**src/hdl/fsc_pkg.sv**
```systemverilog
// ----------------------------------------------------------------------------
// fsc_pkg
// Shared types, character codes and helper functions for the fixed-form
// statement cruncher.
// ----------------------------------------------------------------------------
package fsc_pkg;

   // width of the hollerith count and of the digit-run value
   localparam int COUNT_BITS = 12;
   localparam logic [COUNT_BITS-1:0] COUNT_MAX = {COUNT_BITS{1'b1}};

   // marker for "nothing emitted yet on this card" / "field start"
   localparam logic [7:0] NOTHING = 8'd128;

   // character codes
   localparam logic [6:0] CH_BANG    = 7'h21;  // !
   localparam logic [6:0] CH_DQUOTE  = 7'h22;  // "
   localparam logic [6:0] CH_APOS    = 7'h27;  // '
   localparam logic [6:0] CH_LPAREN  = 7'h28;  // (
   localparam logic [6:0] CH_STAR    = 7'h2A;  // *
   localparam logic [6:0] CH_COMMA   = 7'h2C;  // ,
   localparam logic [6:0] CH_DOT     = 7'h2E;  // .
   localparam logic [6:0] CH_SLASH   = 7'h2F;  // /
   localparam logic [6:0] CH_EQUAL   = 7'h3D;  // =
   localparam logic [6:0] CH_UPPER_D = 7'h44;  // D
   localparam logic [6:0] CH_UPPER_H = 7'h48;  // H
   localparam logic [6:0] CH_LOWER_D = 7'h64;  // d
   localparam logic [6:0] CH_LOWER_H = 7'h68;  // h
   localparam logic [6:0] CH_LOWER_X = 7'h78;  // x
   localparam logic [6:0] CH_SPACE   = 7'h20;
   localparam logic [6:0] CH_TAB     = 7'h09;
   localparam logic [6:0] CH_NEWLINE = 7'h0A;

   // header columns of a comment run
   localparam logic [7:0] COL_HDR_NL = 8'hFF;  // -1
   localparam logic [7:0] COL_HDR_X  = 8'h00;

   // literal kinds
   localparam logic [1:0] SQ_NONE = 2'd0;
   localparam logic [1:0] SQ_APOS = 2'd1;
   localparam logic [1:0] SQ_DQ   = 2'd2;

   // output routes
   localparam logic ROUTE_STMT    = 1'b0;
   localparam logic ROUTE_COMMENT = 1'b1;

   // one result beat
   typedef struct packed {
      logic       route;
      logic [6:0] ch;
      logic [7:0] col;
   } res_type;

   function automatic logic is_digit(input logic [6:0] c);
      return (c >= 7'h30) && (c <= 7'h39);
   endfunction

   function automatic logic is_blank(input logic [6:0] c);
      return (c == CH_SPACE) || (c == CH_TAB);
   endfunction

   function automatic logic [6:0] to_lower(input logic [6:0] c);
      return ((c >= 7'h41) && (c <= 7'h5A)) ? (c | 7'h20) : c;
   endfunction

endpackage

```
**src/hdl/fixed_form_statement_cruncher.sv**
```systemverilog
// ----------------------------------------------------------------------------
// fixed_form_statement_cruncher
// Crunches the statement field of fixed-form cards one character per beat.
// ----------------------------------------------------------------------------
// Usage:
//   req channel: one statement-field character per beat with its column;
//     tlast marks the last character of a card, tuser carries the card
//     start, initial-line and label-bang flags.
//   rsp channel: zero to three result beats per request beat; tuser is the
//     route (statement or comment stream), tlast marks the last result of
//     one request. Blanks outside literals give no beat, a '!' comment
//     opener gives three (newline, 'x', '!').
//   A request beat lands in the input register and is processed from there
//     into the result register, from which its first result is taken.
//   Throughput: one request per cycle while each gives at most one result and
//     the receiver is ready; a request with more results holds the result
//     register until all are taken, since it drains one beat per cycle.
//   Reset clears all literal, hollerith and comment state and both
//     registers' valid flags. When the receiver stalls the result register
//     holds, the input register still takes one more beat, then req_tready
//     drops until the pending results are drained.
// ----------------------------------------------------------------------------
module fixed_form_statement_cruncher
   import fsc_pkg::*;
(
   input  logic        clock,
   input  logic        reset,
   input  logic        req_tvalid,
   output logic        req_tready,
   input  logic [15:0] req_tdata,   // ch[6:0], col[13:7], zero[15:14]
   input  logic [2:0]  req_tuser,   // card_start[0], initial_line[1], label_bang[2]
   input  logic        req_tlast,   // card_end
   output logic        rsp_tvalid,
   input  logic        rsp_tready,
   output logic [15:0] rsp_tdata,   // out_char[6:0], out_col[14:7], zero[15]
   output logic        rsp_tuser,   // route
   output logic        rsp_tlast    // last_of_run
);

   // input register
   logic                  in_valid_ff;
   logic [6:0]            in_ch_ff;
   logic [6:0]            in_col_ff;
   logic                  in_cs_ff;
   logic                  in_ce_ff;
   logic                  in_il_ff;
   logic                  in_lb_ff;

   // cruncher state
   logic [1:0]            sq_ff,   sq_in;
   logic                  qp_ff,   qp_in;
   logic [COUNT_BITS-1:0] holl_ff, holl_in;
   logic [6:0]            fc_ff,   fc_in;
   logic                  fcs_ff,  fcs_in;
   logic [COUNT_BITS-1:0] drv_ff,  drv_in;
   logic                  dra_ff,  dra_in;
   logic [7:0]            cbr_ff,  cbr_in;
   logic [7:0]            loc_ff,  loc_in;
   logic                  cm_ff,   cm_in;

   // result register
   res_type               res_ff  [3];
   res_type               res_in  [3];
   logic [1:0]            rem_ff;
   logic [1:0]            nres_in;

   logic                  advance;
   logic                  pop;
   logic                  holl_step;

   // handshake
   assign pop        = (rem_ff != 2'd0) && rsp_tready;
   assign advance    = in_valid_ff && ((rem_ff == 2'd0) || ((rem_ff == 2'd1) && rsp_tready));
   assign req_tready = !in_valid_ff || advance;

   assign rsp_tvalid = (rem_ff != 2'd0);
   assign rsp_tdata  = {1'b0, res_ff[0].col, res_ff[0].ch};
   assign rsp_tuser  = res_ff[0].route;
   assign rsp_tlast  = (rem_ff == 2'd1);

   // input register
   always_ff @(posedge clock) begin
      if (reset) begin
         in_valid_ff <= 1'b0;
      end else if (req_tready) begin
         in_valid_ff <= req_tvalid;
      end
      if (req_tready && req_tvalid) begin
         in_ch_ff  <= req_tdata[6:0];
         in_col_ff <= req_tdata[13:7];
         in_cs_ff  <= req_tuser[0];
         in_il_ff  <= req_tuser[1];
         in_lb_ff  <= req_tuser[2];
         in_ce_ff  <= req_tlast;
      end
   end

   // per-character crunch: next state and result beats
   always_comb begin
      logic [6:0]            qc;
      logic [7:0]            loc1;
      logic [7:0]            cbr1;
      logic                  dra1;
      logic [COUNT_BITS-1:0] drv1;
      logic                  cm1;
      logic                  clr_lit;
      logic                  live;
      logic                  se;
      logic [6:0]            sc;
      logic                  may_count;
      logic [COUNT_BITS+3:0] v;
      logic [7:0]            col8;

      col8 = {1'b0, in_col_ff};
      qc   = (sq_ff == SQ_APOS) ? CH_APOS : CH_DQUOTE;

      // card start clears per-card state
      clr_lit = in_cs_ff && (qp_ff || in_il_ff);
      loc1    = in_cs_ff ? NOTHING : loc_ff;
      cbr1    = in_cs_ff ? NOTHING : cbr_ff;
      dra1    = in_cs_ff ? 1'b0 : dra_ff;
      drv1    = in_cs_ff ? '0 : drv_ff;
      cm1     = in_cs_ff ? 1'b0 : cm_ff;
      sq_in   = clr_lit ? SQ_NONE : sq_ff;
      qp_in   = clr_lit ? 1'b0 : qp_ff;
      fcs_in  = (in_cs_ff && in_il_ff) ? 1'b0 : fcs_ff;
      fc_in   = fc_ff;

      // first non-blank of the statement
      if (in_il_ff && !fcs_in && !is_blank(in_ch_ff)) begin
         fc_in  = in_ch_ff;
         fcs_in = 1'b1;
      end

      holl_in   = holl_ff;
      holl_step = 1'b0;
      cm_in     = cm1;
      se        = 1'b0;
      sc        = in_ch_ff;
      nres_in   = 2'd0;
      live      = 1'b1;
      for (int i = 0; i < 3; i++) begin
         res_in[i] = '{route: ROUTE_STMT, ch: in_ch_ff, col: col8};
      end

      may_count = (cbr1 == NOTHING) || (cbr1 == {1'b0, CH_SLASH}) ||
                  (cbr1 == {1'b0, CH_LPAREN}) || (cbr1 == {1'b0, CH_COMMA}) ||
                  (cbr1 == {1'b0, CH_EQUAL}) || (cbr1 == {1'b0, CH_DOT}) ||
                  ((cbr1 == {1'b0, CH_STAR}) &&
                   ((fc_in == CH_LOWER_D) || (fc_in == CH_UPPER_D)));

      // main dispatch
      if (in_lb_ff) begin
         nres_in = 2'd1;
      end else if (cm1) begin
         nres_in         = 2'd1;
         res_in[0].route = ROUTE_COMMENT;
      end else if (holl_ff != '0) begin
         se        = 1'b1;
         holl_in   = holl_ff - 1'b1;
         holl_step = 1'b1;
      end else begin
         // closing-quote candidate from the previous beat
         if (qp_in) begin
            qp_in = 1'b0;
            if ((sq_in != SQ_NONE) && (in_ch_ff == qc)) begin
               se   = 1'b1;
               live = 1'b0;
            end else begin
               sq_in = SQ_NONE;
            end
         end
         if (live) begin
            if (sq_in != SQ_NONE) begin
               se = 1'b1;
               if (in_ch_ff == qc) begin
                  if (in_ce_ff) begin
                     sq_in = SQ_NONE;
                  end else begin
                     qp_in = 1'b1;
                  end
               end
            end else if (is_blank(in_ch_ff)) begin
               se = 1'b0;
            end else if (in_ch_ff == CH_BANG) begin
               nres_in   = 2'd3;
               res_in[0] = '{route: ROUTE_COMMENT, ch: CH_NEWLINE, col: COL_HDR_NL};
               res_in[1] = '{route: ROUTE_COMMENT, ch: CH_LOWER_X, col: COL_HDR_X};
               res_in[2] = '{route: ROUTE_COMMENT, ch: in_ch_ff,   col: col8};
               cm_in     = 1'b1;
            end else if ((in_ch_ff == CH_APOS) || (in_ch_ff == CH_DQUOTE)) begin
               sq_in = (in_ch_ff == CH_APOS) ? SQ_APOS : SQ_DQ;
               se    = 1'b1;
            end else if ((in_ch_ff == CH_LOWER_H) || (in_ch_ff == CH_UPPER_H)) begin
               se = 1'b1;
               sc = CH_LOWER_H;
               if (dra1 && may_count) begin
                  holl_in = drv1;
               end
            end else begin
               se = 1'b1;
               sc = to_lower(in_ch_ff);
            end
         end
      end

      // statement emit and digit-run tracking
      loc_in = loc1;
      cbr_in = cbr1;
      dra_in = dra1;
      drv_in = drv1;
      v      = ({4'b0, drv1} << 3) + ({4'b0, drv1} << 1) +
               {{COUNT_BITS{1'b0}}, sc[3:0]};
      if (se) begin
         nres_in      = 2'd1;
         res_in[0].ch = sc;
         loc_in       = {1'b0, sc};
         if (is_digit(sc)) begin
            if (!dra1) begin
               cbr_in = loc1;
               drv_in = {{(COUNT_BITS-4){1'b0}}, sc[3:0]};
               dra_in = 1'b1;
            end else begin
               drv_in = (v > {4'b0, COUNT_MAX}) ? COUNT_MAX : v[COUNT_BITS-1:0];
            end
         end else begin
            dra_in = 1'b0;
         end
      end

      if (in_ce_ff) begin
         cm_in = 1'b0;
      end
   end

   // state registers
   always_ff @(posedge clock) begin
      if (reset) begin
         sq_ff   <= SQ_NONE;
         qp_ff   <= 1'b0;
         holl_ff <= '0;
         fc_ff   <= '0;
         fcs_ff  <= 1'b0;
         drv_ff  <= '0;
         dra_ff  <= 1'b0;
         cbr_ff  <= NOTHING;
         loc_ff  <= NOTHING;
         cm_ff   <= 1'b0;
      end else if (advance) begin
         sq_ff   <= sq_in;
         qp_ff   <= qp_in;
         holl_ff <= holl_in;
         fc_ff   <= fc_in;
         fcs_ff  <= fcs_in;
         drv_ff  <= drv_in;
         dra_ff  <= dra_in;
         cbr_ff  <= cbr_in;
         loc_ff  <= loc_in;
         cm_ff   <= cm_in;
      end
   end

   // result register: load on advance, shift down on each taken beat
   always_ff @(posedge clock) begin
      if (reset) begin
         rem_ff <= 2'd0;
      end else if (advance) begin
         rem_ff <= nres_in;
      end else if (pop) begin
         rem_ff <= rem_ff - 2'd1;
      end
      if (advance) begin
         res_ff[0] <= res_in[0];
         res_ff[1] <= res_in[1];
         res_ff[2] <= res_in[2];
      end else if (pop) begin
         res_ff[0] <= res_ff[1];
         res_ff[1] <= res_ff[2];
      end
   end

   // checks
   a_adv_drained: assert property (@(posedge clock) disable iff (reset)
      advance |-> ((rem_ff == 2'd0) || ((rem_ff == 2'd1) && rsp_tready)))
      else $error("new item loaded over pending results");

   a_hdr_first: assert property (@(posedge clock) disable iff (reset)
      (rsp_tvalid && (res_ff[0].col == COL_HDR_NL)) |-> (rem_ff == 2'd3))
      else $error("comment header newline not at head of a three-beat run");

   a_qp_in_lit: assert property (@(posedge clock) disable iff (reset)
      qp_ff |-> (sq_ff != SQ_NONE))
      else $error("quote pending outside a literal");

   a_holl_down: assert property (@(posedge clock) disable iff (reset)
      (advance && holl_step) |=> (holl_ff == $past(holl_ff) - 1'b1))
      else $error("hollerith count did not step down");

   a_cm_no_qp: assert property (@(posedge clock) disable iff (reset)
      cm_ff |-> !qp_ff)
      else $error("comment mode with a quote pending");

endmodule

```
**config.mk**
```make
export PLATFORM = sky130hd
export DESIGN_NAME = fixed_form_statement_cruncher
export DESIGN_NICKNAME = d
export VERILOG_FILES = /design/src/hdl/fsc_pkg.sv /design/src/hdl/fixed_form_statement_cruncher.sv
export SDC_FILE = /design/constraint.sdc
export NUM_CORES = 1
export LEC_CHECK = 0
export ABC_AREA = 1
export BUFFER_PORTS_ARGS = -buffer_cell sky130_fd_sc_hd__buf_2
export CORE_MARGIN = 8
export CORE_UTILIZATION = 50
export CTS_BUF_LIST = sky130_fd_sc_hd__clkbuf_8
export DETAILED_ROUTE_END_ITERATION = 10
export PLACE_DENSITY = 0.76
export REMOVE_ABC_BUFFERS = 1
export SYNTH_ARGS = -nofsm -noshare
export SYNTH_HDL_FRONTEND = slang
export SYNTH_SLANG_ARGS = --single-unit
```
**constraint.sdc**
```tcl
create_clock -name clock -period 4.75 [get_ports clock]
set_input_delay 0.475 -clock clock [delete_from_list [all_inputs] [get_ports clock]]
set_output_delay 0.475 -clock clock [all_outputs]
set_load 0.02 [all_outputs]
```
Word-level counts from Yosys, hierarchy flattened
Memory sizes are Yosys's and may differ from the RTL's.
Cells that the tools add are included.
{"block": "classes", "order_cmp": 5, "n_reduce_logical": 39, "addsub": 4, "n_bitwise": 4, "eq_ne": 23, "muxes": 110}
{"cell": "$mux 48", "count": 6}
{"cell": "$mux 12", "count": 13}
{"cell": "$mux 7", "count": 11}
{"cell": "$mux 2", "count": 27}
{"cell": "$eq 8x6->1 const B", "count": 6}
{"cell": "$mux 8", "count": 6}
{"cell": "$mux 47", "count": 1}
{"cell": "$mux 1", "count": 42}
{"cell": "$mux 16", "count": 2}
{"cell": "$eq 7x6->1 const B", "count": 4}
{"cell": "$eq 7x7->1 const B", "count": 4}
{"cell": "$add 15x13->16", "count": 1}
{"cell": "$add 16x4->16", "count": 1}
{"cell": "$gt 16x12->1 const B", "count": 1}
{"cell": "$reduce_bool 2->1", "count": 7}
{"cell": "$logic_and 1x1->1", "count": 13}
{"cell": "$logic_or 1x1->1", "count": 13}
{"cell": "$reduce_bool 12->1", "count": 1}
{"cell": "$sub 12x1->12 const B", "count": 1}
{"cell": "$reduce_and 10->1", "count": 1}
{"cell": "$eq 8x8->1 const B", "count": 1}
{"cell": "$eq 7x4->1 const B", "count": 1}
{"cell": "$eq 7x6->1", "count": 1}
{"cell": "$ge 7x6->1 const B", "count": 1}
{"cell": "13 further kinds", "count": 20}
{"block": "totals", "input_bits": 24, "n_memories": 1, "regBits": 74, "mem_bits_rw": 48, "elab_cells": 204}
{"name": "res_ff", "depth": 3, "width": 16, "read_ports": 3, "rd_clocked_by_memory_dff": 0, "wr": 3, "line": "fixed_form_statement_cruncher.sv:62", "source": "res_type res_ff [3];"}

Longest topological paths before layout
Gate-level depths: netlist of run 1.
{"block": "logic_depth", "depth_word": 22, "depth_mapped": 20, "mapped_depth_nobuf": 18}

Worst setup path before layout of run 1
No wires, ideal clock.
{"block": "synth_path", "path_kind": "reg-to-reg", "start": "register in_cs_ff", "end": "register drv_ff[4]", "path_stages_with_launch": 20, "synth_period_minus_slack_ns": 3.165, "n_path_buf": 4, "arrival_ns": 3.045, "setup_time_ns": 0.119, "slack_ns": 1.585, "cell_sequence": "edfxtp_1 -> buf_4 -> inv_2 -> buf_2 -> buf_1 -> nand2_1 -> inv_1 -> ha_1 -> ha_1 -> nand2_1 -> nand2_1 -> o21ai_1 -> o21ai_0 -> nand3_1 -> o21ai_1 -> and2_1 -> buf_2 -> o21ai_0 -> nand2_1 -> a21oi_1"}
{"block": "synth_via", "elab_chain_len": 21, "elab_cells_between_ends": 43}
{"item": "from (decl)", "line": "fixed_form_statement_cruncher.sv:44", "source": "logic in_cs_ff;"}
{"item": "from (signal assigned)", "line": "fixed_form_statement_cruncher.sv:91", "source": "in_cs_ff <= req_tuser[0];"}
{"item": "$logic_and 1x1->1", "line": "fixed_form_statement_cruncher.sv:118", "source": "clr_lit = in_cs_ff && (qp_ff || in_il_ff);"}
{"item": "$mux 2", "line": "fixed_form_statement_cruncher.sv:124", "source": "sq_in = clr_lit ? SQ_NONE : sq_ff;"}
{"item": "$reduce_bool 2->1", "line": "fixed_form_statement_cruncher.sv:166", "source": "if ((sq_in != SQ_NONE) && (in_ch_ff == qc)) begin"}
{"item": "$logic_and 1x1->1", "line": "fixed_form_statement_cruncher.sv:166"}
{"item": "$mux 2", "line": "fixed_form_statement_cruncher.sv:166"}
{"item": "$mux 2", "line": "fixed_form_statement_cruncher.sv:164", "source": "if (qp_in) begin"}
{"item": "$mux 2", "line": "fixed_form_statement_cruncher.sv:158", "source": "end else if (holl_ff != '0) begin"}
{"item": "$mux 2", "line": "fixed_form_statement_cruncher.sv:155", "source": "end else if (cm1) begin"}
{"item": "(+5 left out)"}
{"item": "$mux 7", "line": "fixed_form_statement_cruncher.sv:155"}
{"item": "$mux 7", "line": "fixed_form_statement_cruncher.sv:153", "source": "if (in_lb_ff) begin"}
{"item": "$add 16x4->16", "line": "fixed_form_statement_cruncher.sv:212", "source": "v = ({4'b0, drv1} << 3) + ({4'b0, drv1} << 1) +"}
{"item": "$gt 16x12->1", "line": "fixed_form_statement_cruncher.sv:224", "source": "drv_in = (v > {4'b0, COUNT_MAX}) ? COUNT_MAX : v[COUNT_BITS-1:0];"}
{"item": "$mux 12", "line": "fixed_form_statement_cruncher.sv:224"}
{"item": "$mux 12", "line": "fixed_form_statement_cruncher.sv:219", "source": "if (!dra1) begin"}
{"item": "$mux 12", "line": "fixed_form_statement_cruncher.sv:218", "source": "if (is_digit(sc)) begin"}
{"item": "$mux 12 *", "line": "fixed_form_statement_cruncher.sv:214", "source": "if (se) begin"}
{"item": "to (signal assigned)", "line": "fixed_form_statement_cruncher.sv:255", "source": "drv_ff <= drv_in;"}
{"item": "to (decl)", "line": "fixed_form_statement_cruncher.sv:55", "source": "logic [COUNT_BITS-1:0] drv_ff, drv_in;"}
Mark *: on every way between the ends. The rest lies on a longest branch, timed or not. The select of a mux whose other input is x is not followed.
A chain may end at the register's enable or synchronous reset.

Worst setup path in the final report of run 1
Ends and elaborated chain as after synthesis.

==> results of run 1 <==
-- power by group through the flow --
| stage | Combinational (µW) | Clock (µW) | Sequential, µW |
|---|---|---|---|
| 2_1_floorplan | 1230 | 0 | 1540 |
| 4_1_cts | 1720 | 917 | 1480 |
| 6_report | 1730 | 900 | 1480 |
| 3_3_place_gp | 1680 | 0 | 1490 |
| 3_5_place_dp | 1710 | 0 | 1500 |
| 5_1_grt | 1950 | 955 | 1510 |
-- cell families (layout without fill, tap and decap cells) --
logic type,Yosys count,in the layout,share of synthesized area (%)
flip-flops,119,119,43.65
XOR/XNOR,14,14,1.771
other,1,1,0.05415
AO/OA/AOI/OAI,172,172,14.09
buffers and inverters,151,178,9.738
AND/OR/NAND/NOR,392,392,25.24
adder cells (fa/ha/maj),29,29,5.456
-- worst max-delay path by stage --
stage | from | end | slack [ns] | cells past startpoint
2_1_floorplan | rem_ff[1]$_SDFFE_PP0P_ | res_ff[0][9]$_DFFE_PP_ | -0.24 | 9
3_3_place_gp | in_cs_ff$_DFFE_PP_ | drv_ff[4]$_SDFFE_PP0P_ | 1.21 | 16
3_5_place_dp | in_cs_ff$_DFFE_PP_ | drv_ff[4]$_SDFFE_PP0P_ | 1.18 | 16
4_1_cts | in_cs_ff$_DFFE_PP_ | drv_ff[4]$_SDFFE_PP0P_ | 1.17 | 16
5_1_grt | in_cs_ff$_DFFE_PP_ | drv_ff[4]$_SDFFE_PP0P_ | 0.75 | 16
6_report | in_cs_ff$_DFFE_PP_ | drv_ff[4]$_SDFFE_PP0P_ | 1.15 | 16
-- metal layers --
metal / vias up / part of all wire (%) / global-route usage, %
met3: 16 / 5.5 / 4.255
li1: 2920 / - / -
met4: 0 / 1.4 / 6.550
met1: 2659 / 47 / 22.41
met2: 154 / 46 / 28.90
met5: - / 0 / 0
-- per-stage QoR --
stage | instance area [µm²] | power [µW] | std cells | worst slack, ns | hold WS (ns)
2_1_floorplan | 6634 | 2771 | 829 | -0.2410 | 0.4261
3_3_place_gp | 7097 | 3170 | 1053 | 1.206 | 0.4294
3_5_place_dp | 7097 | 3206 | 1053 | 1.180 | 0.4411
4_1_cts | 7483 | 4117 | 1085 | 1.166 | 0.1787
5_1_grt | 7483 | 4413 | 1085 | 0.7466 | 0.1747
6_report | 7483 | 4104 | 1085 | 1.152 | 0.1990
-- sequential cells by signal (all words and copies together) (netlist names) --
name	flops
in_cs_ff	1
in_valid_ff	1
res_ff	46
loc_ff	8
fc_ff	6
cbr_ff	8
in_il_ff	1
qp_ff	1
cm_ff	1
in_lb_ff	1
drv_ff	12
dra_ff	1
in_ch_ff	7
in_col_ff	7
holl_ff	12
rem_ff	2
sq_ff	2
fcs_ff	1
in_ce_ff	1
-- final cells by class --
type / count / area [µm²]
Fill cell: 1290 / 6236
Clock buffer: 17 / 234.0
Multi-Input combinational cell: 608 / 3236
Sequential cell: 119 / 3023
Timing Repair Buffer: 44 / 230.2
Inverter: 102 / 382.9
Tap cell: 180 / 225.2
Clock inverter: 15 / 152.6
-- layout by cell type (no fill, tap or decap), types with 7 or more instances in the layout --
cell,count
inv_1,88
o21ai_0,59
nand2_1,208
dfxtp_1,55
nor2_1,81
buf_2,40
clkbuf_8,17
a21oi_2,11
nand4_1,9
nand3_1,47
a21oi_1,75
nor3_1,8
inv_2,13
nand2_2,11
o211ai_1,7
xor2_1,12
ha_1,27
edfxtp_1,64
-- worst max-delay path, delay by kind of cell, from the launching register on --
kind | cells | cell delay [ns]
AO/OA/AOI/OAI | 5 | 0.62
buffers and inverters | 3 | 0.52
flip-flops | 1 | 0.41
adder cells (fa/ha/maj) | 2 | 1.01
AND/OR/NAND/NOR | 6 | 0.92
==> impl_metrics.csv, run 1 <==
group,metric,value,unit
power_and_ir_drop,swShare,42.50,%
worst_setup_path,cp_slowest_stage_delay,0.57,ns
die,die_y,133.7,µm
global_routing,antenna_found_initial,0,
sta,finalSetupTns,0,ns
clock_network,numCtsBuffers,17,
worst_setup_path,crit_required,5.08,ns
route,drc,0,
sta,setup_violations,0,
route,drt_iter0_markers,400,
sta,drv_slew,0,
yosys,synth_common_cells,"208 x nand2_1, 88 x inv_1, 82 x nor2_1",
sta,slew_headroom,28.98,%
global_routing,grt_pass1_vias,5487,
yosys,synth_most_common_cell,"nand2_1",
power_and_ir_drop,clockPowerShare,21.9,%
yosys,avgSynthCellArea,7.888,µm²
worst_setup_path,r2r_start,"in_cs_ff$_DFFE_PP_",
sta,fmax,277.9,MHz
yosys,yosysWarnings,0,
yosys,synth_top_area_share,27.75,%
clock_network,post_cts_buffers,0,
global_routing,grt_max_degree,56,
clock_network,cts_resized,0,
sta,fin_skew,0.01098,ns
sta,worst_pin_slew,1.064,ns
finish,final_layout_size_suffix_gt1_share,14.36,%
power_and_ir_drop,pwr-share-seq,36.0,%
route,drt-pass1-iter-count,5,
worst_setup_path,worstPathArrival,3.93,ns
finish,n_antenna_cell,0,
worst_setup_path,path_max_fanout,20,
yosys,ys_seq_area_share,43.65,%
place,portBuffers,40,
yosys,synth_area_leaders,"edfxtp_1 28%, dfxtp_1 16%, nand2_1 11%",
global_routing,grt_use_total,17.76,%
power_and_ir_drop,peakVddDrop,0.4249,mV
clock_network,cts_hold_buf,0,
yosys,synth_cell_types,51,
place,dp_hpwl,10.20,mm
clock_network,clock_latency,0.45,ns
min_path,hold_class,"primary input to flop",
yosys,ys_async_sr_fraction,0,%
worst_setup_path,crit_top_cell,"nand2_1",
place,globalplace.congestion,0.8714,
min_path,whs_endpoint,"in_col_ff[4]$_DFFE_PP_",
route,viasPerCell,5.299,
min_path,min_path_cells,1,
power_and_ir_drop,p_int,2360,µW
finish,fin_nets,945,
finish,fin_util,54.55,%
clock_network,cts_root_buf,"clkbuf_8",
die,num_rows,43,
sta,period_minus_slack,3.598,ns
route,antenna_left,0,
clock_network,cts.htree.levels,4,
route,wire_per_inst,13.96,µm
clock_network,cts.path.max_buffers,2,
yosys,syn_area,6925,µm²
worst_setup_path,worst-r2r-cell-count,16,
worst_setup_path,endpoint_kind,"flop",
yosys,synth_edf_count,64,
clock_network,clock_sinks,119,
sta,period_share,75.75,%
yosys,synth_top_cell_by_area,"edfxtp_1",
yosys,ys.flop_type,"edfxtp_1",
yosys,synth_cells,878,
power_and_ir_drop,p_comb_share,42.0,%
outcome,status,"completed",
power_and_ir_drop,leakage,0.003389,µW
die,die_w,133.7,µm
global_routing,grt_pass1_wl,25.95,mm
yosys,synth-seq-cells,119,
worst_setup_path,r2r-end,"drv_ff[4]$_SDFFE_PP0P_",
worst_setup_path,cp_slowest_cell,"fa_1",
die,dieArea,17870,µm²
clock_network,cts_tree,"done",
die,num_io_pins,44,
sta,hold_violations,0,
worst_setup_path,rrSetupSlack,1.15,ns
job,maxCapViolations,0,
route,wl,15.15,mm
worst_setup_path,worst_setup_path_start_kind,"flop",
power_and_ir_drop,net-switching-power,1744,µW
sta,grt_setup_unrepaired,"false",
worst_setup_path,criticalPathCategory,"flop to flop",
power_and_ir_drop,pwr_density_cell,548.5,nW/µm²
global_routing,grt-ovfl-total,0,
finish,syn2layout_area_growth,8.058,%
min_path,hold_start,"req_tdata[11]",
worst_setup_path,path_cells,"inv_2, nand2_1, fa_1, inv_1, fa_1, nand2_1, nand2_1, o21ai_1, o21ai_0, nand3_1, o21ai_0, inv_1, and2_1, o21ai_0, nand2_1, a21oi_1",
die,core_area,13720,µm²
route,vias,5749,
die,start_util,50.48,%
clock_network,path_clk_slew,0.08,ns
Power figures use the tool's default switching activity.
==> inputs of run 2 (changes only) <==
Settings changed: ABC_AREA 1 to 0, PLACE_DENSITY 0.76 to 0.79.
Clock period 4.75 ns to 3.25 ns, I/O delays scaled along.
==> impl_metrics.csv, run 2 <==
group,metric,value,unit
power_and_ir_drop,peakVddDrop,0.3675,mV
sta,period_share,95.22,%
sta,period_minus_slack,3.095,ns
worst_setup_path,endpoint_kind,"flop",
die,start_util,50.44,%
sta,worst_pin_slew,1.113,ns
finish,top_register,"res_ff",
worst_setup_path,worst_setup_path_start_kind,"flop",
route,drt_iter0_markers,639,
worst_setup_path,path_buf_inv,3,
yosys,ys.flop_type,"edfxtp_1",
worst_setup_path,crit_top_cell,"buf_4",
sta,setup_violations,0,
clock_network,numCtsBuffers,17,
route,drt-pass1-iter-count,6,
place,globalplace.congestion,0.8939,
die,dieArea,16360,µm²
finish,fin_nets,767,
yosys,avgSynthCellArea,9.605,µm²
yosys,ys_seq_area_share,48.27,%
worst_setup_path,crit_required,3.60,ns
yosys,synth_area_leaders,"edfxtp_1 31%, dfxtp_1 18%, ha_1 5.4%",
outcome,status,"completed",
finish,largest_reg_flops,46,
yosys,yosysWarnings,0,
die,num_io_pins,44,
route,drc,0,
global_routing,grt-ovfl-total,0,
die,die_y,127.9,µm
finish,syn2layout_area_growth,16.62,%
worst_setup_path,path_cells,"buf_6, nor2b_2, ha_1, ha_2, fa_2, a21o_1, a221oi_2, buf_4, nor3b_2, a21oi_2, buf_4, nor3_1, o32ai_1",
yosys,synth_top_area_share,30.69,%
power_and_ir_drop,pwr_density_cell,544.8,nW/µm²
place,dp_hpwl,11.03,mm
global_routing,antenna_found_initial,0,
clock_network,clock_latency,0.45,ns
worst_setup_path,rrSetupSlack,0.16,ns
yosys,synth_edf_count,64,
route,wire_per_inst,17.41,µm
clock_network,cts_root_buf,"clkbuf_8",
clock_network,cts.path.max_buffers,2,
finish,layout_common_cells,"85 x nand2_1, 64 x edfxtp_1, 55 x dfxtp_1, 52 x buf_4, 50 x o21ai_0",
route,antenna_left,0,
job,maxCapViolations,0,
sta,drv_slew,0,
yosys,syn_area,6262,µm²
sta,fmax,323.1,MHz
route,vias,5327,
sta,hold_violations,0,
clock_network,cts_tree,"done",
die,num_rows,41,
yosys,synth-seq-cells,119,
sta,slew_headroom,25.20,%
finish,layout_commonest_cell,"nand2_1",
global_routing,grt_pass1_wl,25.52,mm
sta,fin_skew,0.01217,ns
yosys,synth_common_cells,"85 x nand2_1, 64 x edfxtp_1, 55 x dfxtp_1",
route,wl,15.65,mm
clock_network,cts.htree.levels,4,
clock_network,clock_sinks,119,
finish,top_regs,"res_ff (46), drv_ff (12), holl_ff (12)",
power_and_ir_drop,leakage,0.002926,µW
finish,n_antenna_cell,0,
yosys,synth_cells,652,
die,die_w,127.9,µm
clock_network,path_clk_slew,0.08,ns
yosys,synth_most_common_cell,"nand2_1",
worst_setup_path,worstPathArrival,3.44,ns
global_routing,grt_pass1_vias,5270,
worst_setup_path,critPathTopFamily,"compound AO/OA/AOI/OAI gates",
worst_setup_path,criticalPathCategory,"flop to flop",
global_routing,grt_max_degree,37,
die,core_area,12410,µm²
worst_setup_path,path_max_fanout,7,
power_and_ir_drop,p_total,3979,µW
route,viasPerCell,5.925,
place,portBuffers,40,
sta,finalSetupTns,0,ns
clock_network,cts_hold_buf,0,
finish,final_layout_size_suffix_gt1_share,20.22,%
yosys,synth_cell_types,68,
min_path,hold_class,"primary input to flop",
yosys,synth_top_cell_by_area,"edfxtp_1",
worst_setup_path,cp_slowest_stage_delay,0.42,ns
global_routing,grt_use_total,19.56,%
worst_setup_path,cp_slowest_cell,"edfxtp_1",
yosys,ys_async_sr_fraction,0,%
run 2: changes by cell type in the layout (fill, tap and decap cells not counted), moves of 10 or more:
| cell | before | now |
|---|---|---|
| nand3_1 | 47 | 19 |
| nor2_1 | 81 | 45 |
| a21oi_1 | 75 | 37 |
| a31oi_1 | 3 | 14 |
| nand2_2 | 11 | 1 |
| nand2b_1 | 0 | 10 |
| nor2b_1 | 0 | 12 |
| inv_1 | 88 | 22 |
| nand2_1 | 208 | 85 |
| inv_2 | 13 | 1 |
| buf_4 | 4 | 52 |
run 2: worst paths after layout:
check | startpoint | to | cells past startpoint
worst max-delay path | in_cs_ff$_DFFE_PP_ | drv_ff[2]$_SDFFE_PP0P_ | 13
worst min-delay path | req_tdata[9] | in_col_ff[2]$_DFFE_PP_ | 1
worst max register to register | in_cs_ff$_DFFE_PP_ | drv_ff[2]$_SDFFE_PP0P_ | 13
worst min register to register | fcs_ff$_SDFFE_PP0P_ | fcs_ff$_SDFFE_PP0P_ | 2
run 2: worst reg2reg max path, stage by stage, from the launching register on:
cell	delay, ns
edfxtp_1	0.42
buf_6	0.16
nor2b_2	0.12
ha_1	0.25
ha_2	0.22
fa_2	0.40
a21o_1	0.19
a221oi_2	0.28
buf_4	0.17
nor3b_2	0.04
a21oi_2	0.27
buf_4	0.17
nor3_1	0.04
o32ai_1	0.27
run 2: layout make-up:
cell class / count / area [µm²]
tap: 172 / 215.2
inverter: 20 / 75.07
clock buffer: 17 / 234.0
clock inverter: 15 / 190.2
multi-input combinational: 462 / 2944
timing repair buffer: 94 / 621.8
fill: 1055 / 5111
sequential: 119 / 3023
run 2: logic make-up (layout without fill, tap and decap cells):
logic type,after synthesis,after routing,share of synthesized area [%]
buf+inv,71,146,5.355
simple gates,234,234,18.52
mux,10,10,1.618
flops,119,119,48.27
other cells,1,1,0.05988
compound gates,182,182,19.30
fa+ha+maj,29,29,6.034
xor+xnor,6,6,0.8393
run 2: through the flow:
stage / cells / setup slack [ns] / hold slack (ns) / util [%] / instance area, µm²
6_report: 899 / 0.1554 / 0.04293 / 58.83 / 7303
3_3_place_gp: 862 / -0.04828 / 0.4383 / 54.76 / 6798
5_1_grt: 899 / -0.004716 / 0.02035 / 58.83 / 7303
4_1_cts: 894 / 0.008294 / 0.02267 / 58.27 / 7234
2_1_floorplan: 601 / -0.5554 / 0.3941 / - / 6002
3_5_place_dp: 862 / -0.1405 / 0.4485 / 54.76 / 6798
run 2: layer usage:
layer	global-route usage (%)	part of all wire, %
met5	0	0
met4	10.42	2.9
met3	3.827	7.1
met2	31.49	48
met1	24.36	42
run 2: timing repair:
| item | in CTS | in global routing |
|---|---|---|
| buffers inserted | 0 | 5 |
| resized for setup | 5 | 9 |
| setup endpoints to repair | 12 | 12 |
| pin swaps | 1 | 8 |
run 2: where the power goes:
group	internal, µW	leakage, µW	switching (µW)
registers	1780	0.00106	59.3
clock network	825	0.000215	604
logic	247	0.00165	462
